**src/rtl/core/gwhs_pkg.sv**
```systemverilog
// Shared constants, codes and control structs of the waypoint steering block.
package gwhs_pkg;

  localparam int unsigned CORDIC_ITERATIONS = 24;
  localparam int unsigned CntW = 5;
  localparam int unsigned AddrW = 4;

  localparam logic signed [39:0] CORDIC_GAIN = 40'sh0026DD3B6A;
  localparam logic signed [33:0] EARTH_CIRC_CM = 34'sd4003017359;
  localparam logic signed [33:0] PI_Q29 = 34'sd1686629713;

  localparam logic [31:0] ATAN_TAB [32] = '{
    32'h20000000, 32'h12E4051E, 32'h09FB385B, 32'h051111D4,
    32'h028B0D43, 32'h0145D7E1, 32'h00A2F61E, 32'h00517C55,
    32'h0028BE53, 32'h00145F2F, 32'h000A2F98, 32'h000517CC,
    32'h00028BE6, 32'h000145F3, 32'h0000A2FA, 32'h0000517D,
    32'h000028BE, 32'h0000145F, 32'h00000A30, 32'h00000518,
    32'h0000028C, 32'h00000146, 32'h000000A3, 32'h00000051,
    32'h00000029, 32'h00000014, 32'h0000000A, 32'h00000005,
    32'h00000003, 32'h00000001, 32'h00000001, 32'h00000000
  };

  localparam logic [1:0] REG_TLAT = 2'd0;
  localparam logic [1:0] REG_TLON = 2'd1;
  localparam logic [1:0] REG_RAD  = 2'd2;

  localparam logic [3:0] MUL_NONE    = 4'd0;
  localparam logic [3:0] MUL_W_QZ    = 4'd1;
  localparam logic [3:0] MUL_QX_QY   = 4'd2;
  localparam logic [3:0] MUL_QY_QY   = 4'd3;
  localparam logic [3:0] MUL_QZ_QZ   = 4'd4;
  localparam logic [3:0] MUL_CL1_CL2 = 4'd5;
  localparam logic [3:0] MUL_ACC_S2  = 4'd6;
  localparam logic [3:0] MUL_S1_S1   = 4'd7;
  localparam logic [3:0] MUL_C_K     = 4'd8;
  localparam logic [3:0] MUL_SD_CL2  = 4'd9;
  localparam logic [3:0] MUL_CL1_SL2 = 4'd10;
  localparam logic [3:0] MUL_SL1_CL2 = 4'd11;
  localparam logic [3:0] MUL_TMP_CD  = 4'd12;
  localparam logic [3:0] MUL_E_PI    = 4'd13;

  localparam logic [4:0] ACT_NONE     = 5'd0;
  localparam logic [4:0] ACT_ACC_LOAD = 5'd1;
  localparam logic [4:0] ACT_ACC_ADD  = 5'd2;
  localparam logic [4:0] ACT_SY       = 5'd3;
  localparam logic [4:0] ACT_CY       = 5'd4;
  localparam logic [4:0] ACT_HEAD     = 5'd5;
  localparam logic [4:0] ACT_SC       = 5'd6;
  localparam logic [4:0] ACT_ACC_ASR  = 5'd7;
  localparam logic [4:0] ACT_CLAMP    = 5'd8;
  localparam logic [4:0] ACT_H        = 5'd9;
  localparam logic [4:0] ACT_G        = 5'd10;
  localparam logic [4:0] ACT_CANG     = 5'd11;
  localparam logic [4:0] ACT_ARRIVE   = 5'd12;
  localparam logic [4:0] ACT_AY       = 5'd13;
  localparam logic [4:0] ACT_TMP      = 5'd14;
  localparam logic [4:0] ACT_AX       = 5'd15;
  localparam logic [4:0] ACT_ERR      = 5'd16;
  localparam logic [4:0] ACT_RES      = 5'd17;

  localparam logic [2:0] ANG_HLAT = 3'd0;
  localparam logic [2:0] ANG_HLON = 3'd1;
  localparam logic [2:0] ANG_LAT  = 3'd2;
  localparam logic [2:0] ANG_TLAT = 3'd3;
  localparam logic [2:0] ANG_DLON = 3'd4;

  typedef struct packed {
    logic       load_in;
    logic [3:0] mul_sel;
    logic [4:0] act;
    logic       cor_start;
    logic       cor_vec;
    logic [2:0] ang_sel;
    logic       sq_start;
    logic       sq_sel;
    logic       out_load;
    logic       out_arr;
  } cmd_t;

  typedef struct packed {
    logic mode;
    logic arrived;
    logic cor_done;
    logic sq_done;
  } sts_t;

endpackage

```
**src/rtl/core/gwhs_ctrl.sv**
```systemverilog
// Controller state machine sequencing the datapath per item.
module gwhs_ctrl (
  input  logic           clk_i,
  input  logic           rst_ni,
  input  logic           in_valid_i,
  output logic           in_stall_o,
  output logic           out_valid_o,
  input  logic           out_stall_i,
  input  gwhs_pkg::sts_t sts_i,
  output gwhs_pkg::cmd_t cmd_o
);
  import gwhs_pkg::*;

  localparam logic [5:0] S_IDLE   = 6'd0;
  localparam logic [5:0] S_DISP   = 6'd1;
  localparam logic [5:0] S_Q1     = 6'd2;
  localparam logic [5:0] S_Q2     = 6'd3;
  localparam logic [5:0] S_Q3     = 6'd4;
  localparam logic [5:0] S_Q4     = 6'd5;
  localparam logic [5:0] S_Q5     = 6'd6;
  localparam logic [5:0] S_Q6     = 6'd7;
  localparam logic [5:0] S_QW     = 6'd8;
  localparam logic [5:0] S_SC     = 6'd9;
  localparam logic [5:0] S_SCW    = 6'd10;
  localparam logic [5:0] S_H1     = 6'd11;
  localparam logic [5:0] S_H2     = 6'd12;
  localparam logic [5:0] S_H3     = 6'd13;
  localparam logic [5:0] S_H4     = 6'd14;
  localparam logic [5:0] S_H5     = 6'd15;
  localparam logic [5:0] S_H6     = 6'd16;
  localparam logic [5:0] S_H7     = 6'd17;
  localparam logic [5:0] S_SQA    = 6'd18;
  localparam logic [5:0] S_SQAW   = 6'd19;
  localparam logic [5:0] S_SQB    = 6'd20;
  localparam logic [5:0] S_SQBW   = 6'd21;
  localparam logic [5:0] S_AT1    = 6'd22;
  localparam logic [5:0] S_AT1W   = 6'd23;
  localparam logic [5:0] S_K1     = 6'd24;
  localparam logic [5:0] S_K2     = 6'd25;
  localparam logic [5:0] S_K3     = 6'd26;
  localparam logic [5:0] S_B1     = 6'd27;
  localparam logic [5:0] S_B2     = 6'd28;
  localparam logic [5:0] S_B3     = 6'd29;
  localparam logic [5:0] S_B4     = 6'd30;
  localparam logic [5:0] S_B5     = 6'd31;
  localparam logic [5:0] S_B6     = 6'd32;
  localparam logic [5:0] S_AT2    = 6'd33;
  localparam logic [5:0] S_AT2W   = 6'd34;
  localparam logic [5:0] S_E1     = 6'd35;
  localparam logic [5:0] S_E2     = 6'd36;
  localparam logic [5:0] S_OUT    = 6'd37;
  localparam logic [5:0] S_OUTARR = 6'd38;

  logic [5:0] state_q, state_d;
  logic [2:0] sc_q, sc_d;
  logic ovld_q, ovld_d;
  logic out_free;

  assign out_free    = !ovld_q || !out_stall_i;
  assign in_stall_o  = (state_q != S_IDLE);
  assign out_valid_o = ovld_q;

  always_comb begin
    state_d = state_q;
    sc_d    = sc_q;
    ovld_d  = ovld_q && out_stall_i;
    cmd_o   = '0;
    cmd_o.ang_sel = sc_q;
    unique case (state_q)
      S_IDLE: begin
        if (in_valid_i) begin
          cmd_o.load_in = 1'b1;
          state_d = S_DISP;
        end
      end
      S_DISP: begin
        sc_d = ANG_HLAT;
        if (!sts_i.mode) state_d = S_Q1;
        else if (sts_i.arrived) state_d = S_OUTARR;
        else state_d = S_SC;
      end
      S_Q1: begin cmd_o.mul_sel = MUL_W_QZ; state_d = S_Q2; end
      S_Q2: begin
        cmd_o.mul_sel = MUL_QX_QY; cmd_o.act = ACT_ACC_LOAD; state_d = S_Q3;
      end
      S_Q3: begin
        cmd_o.mul_sel = MUL_QY_QY; cmd_o.act = ACT_ACC_ADD; state_d = S_Q4;
      end
      S_Q4: begin
        cmd_o.mul_sel = MUL_QZ_QZ; cmd_o.act = ACT_SY; state_d = S_Q5;
      end
      S_Q5: begin cmd_o.act = ACT_CY; state_d = S_Q6; end
      S_Q6: begin
        cmd_o.cor_start = 1'b1; cmd_o.cor_vec = 1'b1; state_d = S_QW;
      end
      S_QW: begin
        if (sts_i.cor_done) begin
          cmd_o.act = ACT_HEAD;
          state_d = S_IDLE;
        end
      end
      S_SC: begin cmd_o.cor_start = 1'b1; state_d = S_SCW; end
      S_SCW: begin
        if (sts_i.cor_done) begin
          cmd_o.act = ACT_SC;
          sc_d = sc_q + 1'b1;
          state_d = (sc_q == ANG_DLON) ? S_H1 : S_SC;
        end
      end
      S_H1: begin cmd_o.mul_sel = MUL_CL1_CL2; state_d = S_H2; end
      S_H2: begin cmd_o.act = ACT_ACC_ASR; state_d = S_H3; end
      S_H3: begin cmd_o.mul_sel = MUL_ACC_S2; state_d = S_H4; end
      S_H4: begin cmd_o.act = ACT_ACC_ASR; state_d = S_H5; end
      S_H5: begin cmd_o.mul_sel = MUL_ACC_S2; state_d = S_H6; end
      S_H6: begin
        cmd_o.act = ACT_ACC_LOAD; cmd_o.mul_sel = MUL_S1_S1; state_d = S_H7;
      end
      S_H7: begin cmd_o.act = ACT_CLAMP; state_d = S_SQA; end
      S_SQA: begin cmd_o.sq_start = 1'b1; state_d = S_SQAW; end
      S_SQAW: begin
        if (sts_i.sq_done) begin cmd_o.act = ACT_H; state_d = S_SQB; end
      end
      S_SQB: begin
        cmd_o.sq_start = 1'b1; cmd_o.sq_sel = 1'b1; state_d = S_SQBW;
      end
      S_SQBW: begin
        cmd_o.sq_sel = 1'b1;
        if (sts_i.sq_done) begin cmd_o.act = ACT_G; state_d = S_AT1; end
      end
      S_AT1: begin
        cmd_o.cor_start = 1'b1; cmd_o.cor_vec = 1'b1; state_d = S_AT1W;
      end
      S_AT1W: begin
        if (sts_i.cor_done) begin cmd_o.act = ACT_CANG; state_d = S_K1; end
      end
      S_K1: begin cmd_o.mul_sel = MUL_C_K; state_d = S_K2; end
      S_K2: begin cmd_o.act = ACT_ARRIVE; state_d = S_K3; end
      S_K3: state_d = sts_i.arrived ? S_OUTARR : S_B1;
      S_B1: begin cmd_o.mul_sel = MUL_SD_CL2; state_d = S_B2; end
      S_B2: begin
        cmd_o.act = ACT_AY; cmd_o.mul_sel = MUL_CL1_SL2; state_d = S_B3;
      end
      S_B3: begin
        cmd_o.act = ACT_ACC_ASR; cmd_o.mul_sel = MUL_SL1_CL2; state_d = S_B4;
      end
      S_B4: begin cmd_o.act = ACT_TMP; state_d = S_B5; end
      S_B5: begin cmd_o.mul_sel = MUL_TMP_CD; state_d = S_B6; end
      S_B6: begin cmd_o.act = ACT_AX; state_d = S_AT2; end
      S_AT2: begin
        cmd_o.cor_start = 1'b1; cmd_o.cor_vec = 1'b1; state_d = S_AT2W;
      end
      S_AT2W: begin
        if (sts_i.cor_done) begin cmd_o.act = ACT_ERR; state_d = S_E1; end
      end
      S_E1: begin cmd_o.mul_sel = MUL_E_PI; state_d = S_E2; end
      S_E2: begin cmd_o.act = ACT_RES; state_d = S_OUT; end
      S_OUT: begin
        if (out_free) begin
          cmd_o.out_load = 1'b1; ovld_d = 1'b1; state_d = S_IDLE;
        end
      end
      S_OUTARR: begin
        if (out_free) begin
          cmd_o.out_load = 1'b1; cmd_o.out_arr = 1'b1;
          ovld_d = 1'b1; state_d = S_IDLE;
        end
      end
      default: state_d = S_IDLE;
    endcase
  end

  always_ff @(posedge clk_i or negedge rst_ni) begin
    if (!rst_ni) begin
      state_q <= S_IDLE;
      sc_q    <= '0;
      ovld_q  <= 1'b0;
    end else begin
      state_q <= state_d;
      sc_q    <= sc_d;
      ovld_q  <= ovld_d;
    end
  end

endmodule

```
**config.mk**
```make
export PLATFORM = sky130hd
export DESIGN_NAME = gwhs_ctrl
export DESIGN_NICKNAME = d
export VERILOG_FILES = /design/src/rtl/core/gwhs_pkg.sv /design/src/rtl/core/gwhs_ctrl.sv
export SDC_FILE = /design/constraint.sdc
export NUM_CORES = 1
export LEC_CHECK = 0
export BUFFER_PORTS_ARGS = -buffer_cell sky130_fd_sc_hd__buf_2
export CAP_MARGIN = 20
export CELL_PAD_IN_SITES_DETAIL_PLACEMENT = 1
export CELL_PAD_IN_SITES_GLOBAL_PLACEMENT = 2
export CORE_MARGIN = 2
export CORE_UTILIZATION = 33
export CTS_CLUSTER_SIZE = 30
export DETAILED_ROUTE_END_ITERATION = 12
export PLACE_DENSITY = 0.9
export SLEW_MARGIN = 10
export SYNTH_ARGS = -nofsm -noshare
export SYNTH_HDL_FRONTEND = slang
export SYNTH_SLANG_ARGS = --single-unit
export TNS_END_PERCENT = 10
```
**constraint.sdc**
```tcl
create_clock -name clk_i -period 3.6 [get_ports clk_i]
set_input_delay 0.72 -clock clk_i [delete_from_list [all_inputs] [get_ports clk_i]]
set_output_delay 0.72 -clock clk_i [all_outputs]
set_load 0.01 [all_outputs]
```
# == Yosys cells after proc, flatten, opt, wreduce, memory -nomap -nowiden ==
# Cells that the tools add are included.
# op_classes
muxes,35
n_reduce_logical,17
n_addsub,1
n_eq_ne,47
# ops
operator,count
6-bit case mux with 38 select lines,1
"6-bit by 5-bit equality test with 1-bit output, second input constant",16
5-bit case mux with 17 select lines,1
6-bit 2-to-1 mux,11
4-bit case mux with 13 select lines,1
"6-bit by 4-bit equality test with 1-bit output, second input constant",8
"6-bit equality test, second input constant",7
"6-bit by 3-bit equality test with 1-bit output, second input constant",4
"2-bit inequality test, second input constant",7
"6-bit by 2-bit equality test with 1-bit output, second input constant",2
4-bit 2-to-1 mux,3
1-bit 2-to-1 mux,10
2-bit OR reduction,5
3-bit 2-to-1 mux,3
8-bit AND reduction,1
"6-bit by 1-bit equality test with 1-bit output, second input constant",1
6-bit logical NOT,1
3-bit case mux with 2 select lines,1
6-bit nonzero test,1
3-bit OR reduction,2
5-bit 2-to-1 mux,1
2-bit 2-to-1 mux,2
4-bit OR reduction,1
"3-bit by 1-bit adder with 3-bit output, second input constant",1
8 further kinds,9
# word_totals
out_inout_bits,21
reg_bits,10
word_cells,103
input_bits,8

# == Logic depth before layout (Yosys ltp) ==
# depth
depth_word,4
depth_mapped,7

# == Worst setup path after synthesis ==
# Ideal clock, no wire load.
# synth_path
path_kind,in2out
from,input port sts_i[1] (netlist bit)
to,output port cmd_o[11] (netlist bit)
path_slack_ns,1.255
t_arrival_ns,1.625
n_path_buf,1
cell_stages,5
t_required_ns,2.880
path_cell_list,clkbuf_1 o21ai_0 a211oi_1 a21oi_1 o21ai_0
# synth_rtl
item,line_no,text
from (decl),gwhs_ctrl.sv:9,"input gwhs_pkg::sts_t sts_i,"
to (decl),gwhs_ctrl.sv:10,output gwhs_pkg::cmd_t cmd_o

==> summary.md <==
| Metric | Value |
|---|---|
| First-pass GRT wire length | `8380 um` |
| FMAX | `332 MHz` |
| Final setup viols | `0` |
| Largest net degree at the start of global routing | `30` |
| First-pass DRT Iterations | `4` |
| Post-DP HPWL | `3570 um` |
| Skew-Pair Late Insertion Delay | `240 ps` |
| Core ar. | `0.00409 sq mm` |
| DR WL/cell | `18.1 um` |
| Post-synthesis sequential area ratio | `17.5%` |
| Critical path cell sequence | `nor2_1 > and3_1 > nand2_1 > o21ai_0 > a221o_1 > buf_2` |
| Max cap viols | `0` |
| Routed Antenna Nets | `0` |
| Hold_buf cts | `0` |
| Setup Skew | `2.80 ps` |
| # Post-CTS Setup Buffers | `0` |
| Mean Syn Cell Area | `7.20 sq um` |
| RSZ-0062 raised after global routing | `false` |
| Power per cell area | `915 mW/mm^2` |
| Diode count | `0` |
| Global Route Usage Sum | `20.9%` |
| CTS Buf Count | `3` |
| Vias in the first global route | `1,623` |
| Initial Util | `35.1%` |
| Total Nets Final | `231` |
| DR iter-0 viols | `164` |
| Final Max Slew Viols | `0` |
| Unique cell type count in the Yosys netlist | `55` |
| Largest stage delay on the critical path | `910 ps` |
| Most used DFF post-synth | `dfrtp_1` |
| Clock Tree Buf Depth | `2` |
| Cell Rows | `23` |
| Clk root buf | `clkbuf_8` |
| Worst VDD drop | `0.278 mV` |
| Cell area after synthesis | `0.00143 sq mm` |
| Pwr Total | `1490 uW` |
| CP Max Fanout | `29` |
| Post-Syn Nets | `209` |
| Post-Synthesis Cells | `199` |
| CP Data Arrival Time | `2290 ps` |
| Worst Path Buf+Inv | `1` |
| Slowest stage cell, crit path | `dfrtp_1` |
| Via count | `1,603` |
| Placer Congestion | `0.817` |
| TritonCTS Sinks | `10` |
| Critical Path Start Type | `register` |
| Die Height | `69.9 um` |
| Worst setup path category | `register to primary output` |
| Min Tclk post-route | `3010 ps` |
| Fillers | `529` |
| # DRC | `0` |
| Slew headroom | `41.6%` |
| Crit path capture type | `primary output` |
| CP delay by family, top | `flip-flops` |
| Die W | `69.9 um` |
| Die area | `0.00488 sq mm` |
| Vias/cell | `5.94` |
| Synth async-reset ratio | `100%` |
| IO Count | `29` |
| CP required | `2880 ps` |
| CTS tree | `done` |
| Drt total wl | `4880 um` |
| Area Growth Syn to Fin | `14.0%` |
| Post_cts resized | `0` |
| Hold crit path type | `input pin to async pin` |
| Port buffer count | `28` |
| Fin crit share | `83.6%` |
| Share of layout cells above drive strength 1 | `24.1%` |
| GRT Residual Overflow | `0` |
| Register bit count reported by yosys | `10` |
| Endpoints failing hold | `0` |
| Worst-Margin Slew | `876 ps` |
| Status | `complete, no violations` |
| Number of flops mapped to enable cells by yosys | `0` |
| CTS H-Tree Depth | `1` |
| Final TNS setup | `0 ps` |
| CTS clk-pin slew, worst paths | `50 ps` |
| Yosys warns | `0` |
| Leakage power | `0.000701 uW` |
| Number of antenna violations at the first check in global routing | `0` |
-- registers in the layout, summed over array words and instances (netlist names) --
signal,flops
state_q,6
sc_q,3
out_valid_o,1
-- stage by stage --
step | setup WS (ps) | hold WS [ps] | cell area [sq um] | std cells | util (%)
final | 591 | 336 | 1630 | 270 | 40.0
after global placement | 950 | 538 | 1580 | 266 | 38.6
after global routing | 400 | 338 | 1630 | 270 | 40.0
after detailed placement | 888 | 548 | 1580 | 266 | 38.6
after floorplan | 1250 | 424 | 1430 | 199 | -
after CTS | 618 | 338 | 1630 | 270 | 40.0
-- where the power goes --
part | internal, uW | switching (uW) | leakage (uW)
clock | 96.3 | 46.2 | 0.0000288
combinational | 433 | 616 | 0.000541
sequential | 150 | 154 | 0.000132
-- layout make-up --
cell class	count	area, sq um	area share [%]
well taps	50	62.6	3.83
clock buffers	4	55.1	3.37
repair buffers	34	185	11.3
multi-input cells	165	1050	64.5
flip-flops and latches	10	250	15.3
inverters	7	26.3	1.61
-- final timing paths --
check,start,end,slack [ps],cells after the start
max reg2reg,state_q[5]$_DFFE_PN0P_,state_q[1]$_DFFE_PN0P_,1270,6
max,state_q[3]$_DFFE_PN0P_,cmd_o[10],590,6
min,rst_ni,sc_q[0]$_DFFE_PN0P_,340,1
max in group asynchronous,rst_ni,state_q[2]$_DFFE_PN0P_,3070,1
min reg2reg,sc_q[0]$_DFFE_PN0P_,sc_q[0]$_DFFE_PN0P_,540,1
min in group clk_i,sc_q[0]$_DFFE_PN0P_,sc_q[0]$_DFFE_PN0P_,540,1
-- layer usage --
metal	routed length [um]	share of wire, %	vias up	GRT usage [%]
li1	-	-	781	-
met1	2170	44	774	28.7
met2	2380	49	42	34.6
met3	284	5.8	6	3.46
met4	44	0.90	0	3.85
met5	0	0	-	0
-- cell usage after synthesis (6+ instances only) --
library cell	instances	area (sq um)
nor2_1	22	82.6
inv_1	6	22.5
o21ai_0	15	75.1
dfrtp_1	10	250
nor2b_1	6	37.5
nand3_1	12	60.1
buf_2	7	35.0
a21oi_1	14	70.1
nand2_1	19	71.3
-- cells in the final DEF (no fill, tap or decap), types with 3 or more instances in the layout --
master and n:
a21oi_1 14, buf_4 6, nor4_1 5, dfrtp_1 10, nand2_1 19, mux2_4 3, nor3_1 5, mux2i_1 3
nor2_1 22, a31oi_1 3, o22ai_1 3, a32oi_1 5, nor2b_1 6, nand3_1 12, o21ai_0 15, buf_2 28
o31ai_1 3, nand2b_1 5, inv_1 6, clkbuf_8 4
-- worst reg2reg max path, stage by stage (launching register included) --
cell	delay, ps
dfrtp_1	700
buf_4	320
or4b_1	450
o31ai_1	90
a31oi_1	190
nand3_4	160
mux2_4	310
-- kinds of logic (layout without fill, tap and decap cells) --
logic type,after synthesis,count (layout),share of synthesized area [%]
and+or+nand+nor,91,91,33.8
AOI/OAI and AO/OA,62,62,30.1
buffers and inverters,24,45,8.99
DFF,10,10,17.5
muxes,7,7,6.03
xor gates and xnor gates,3,3,1.83
adders and majority gates,2,2,1.75
(Power assumes the default switching activity.)
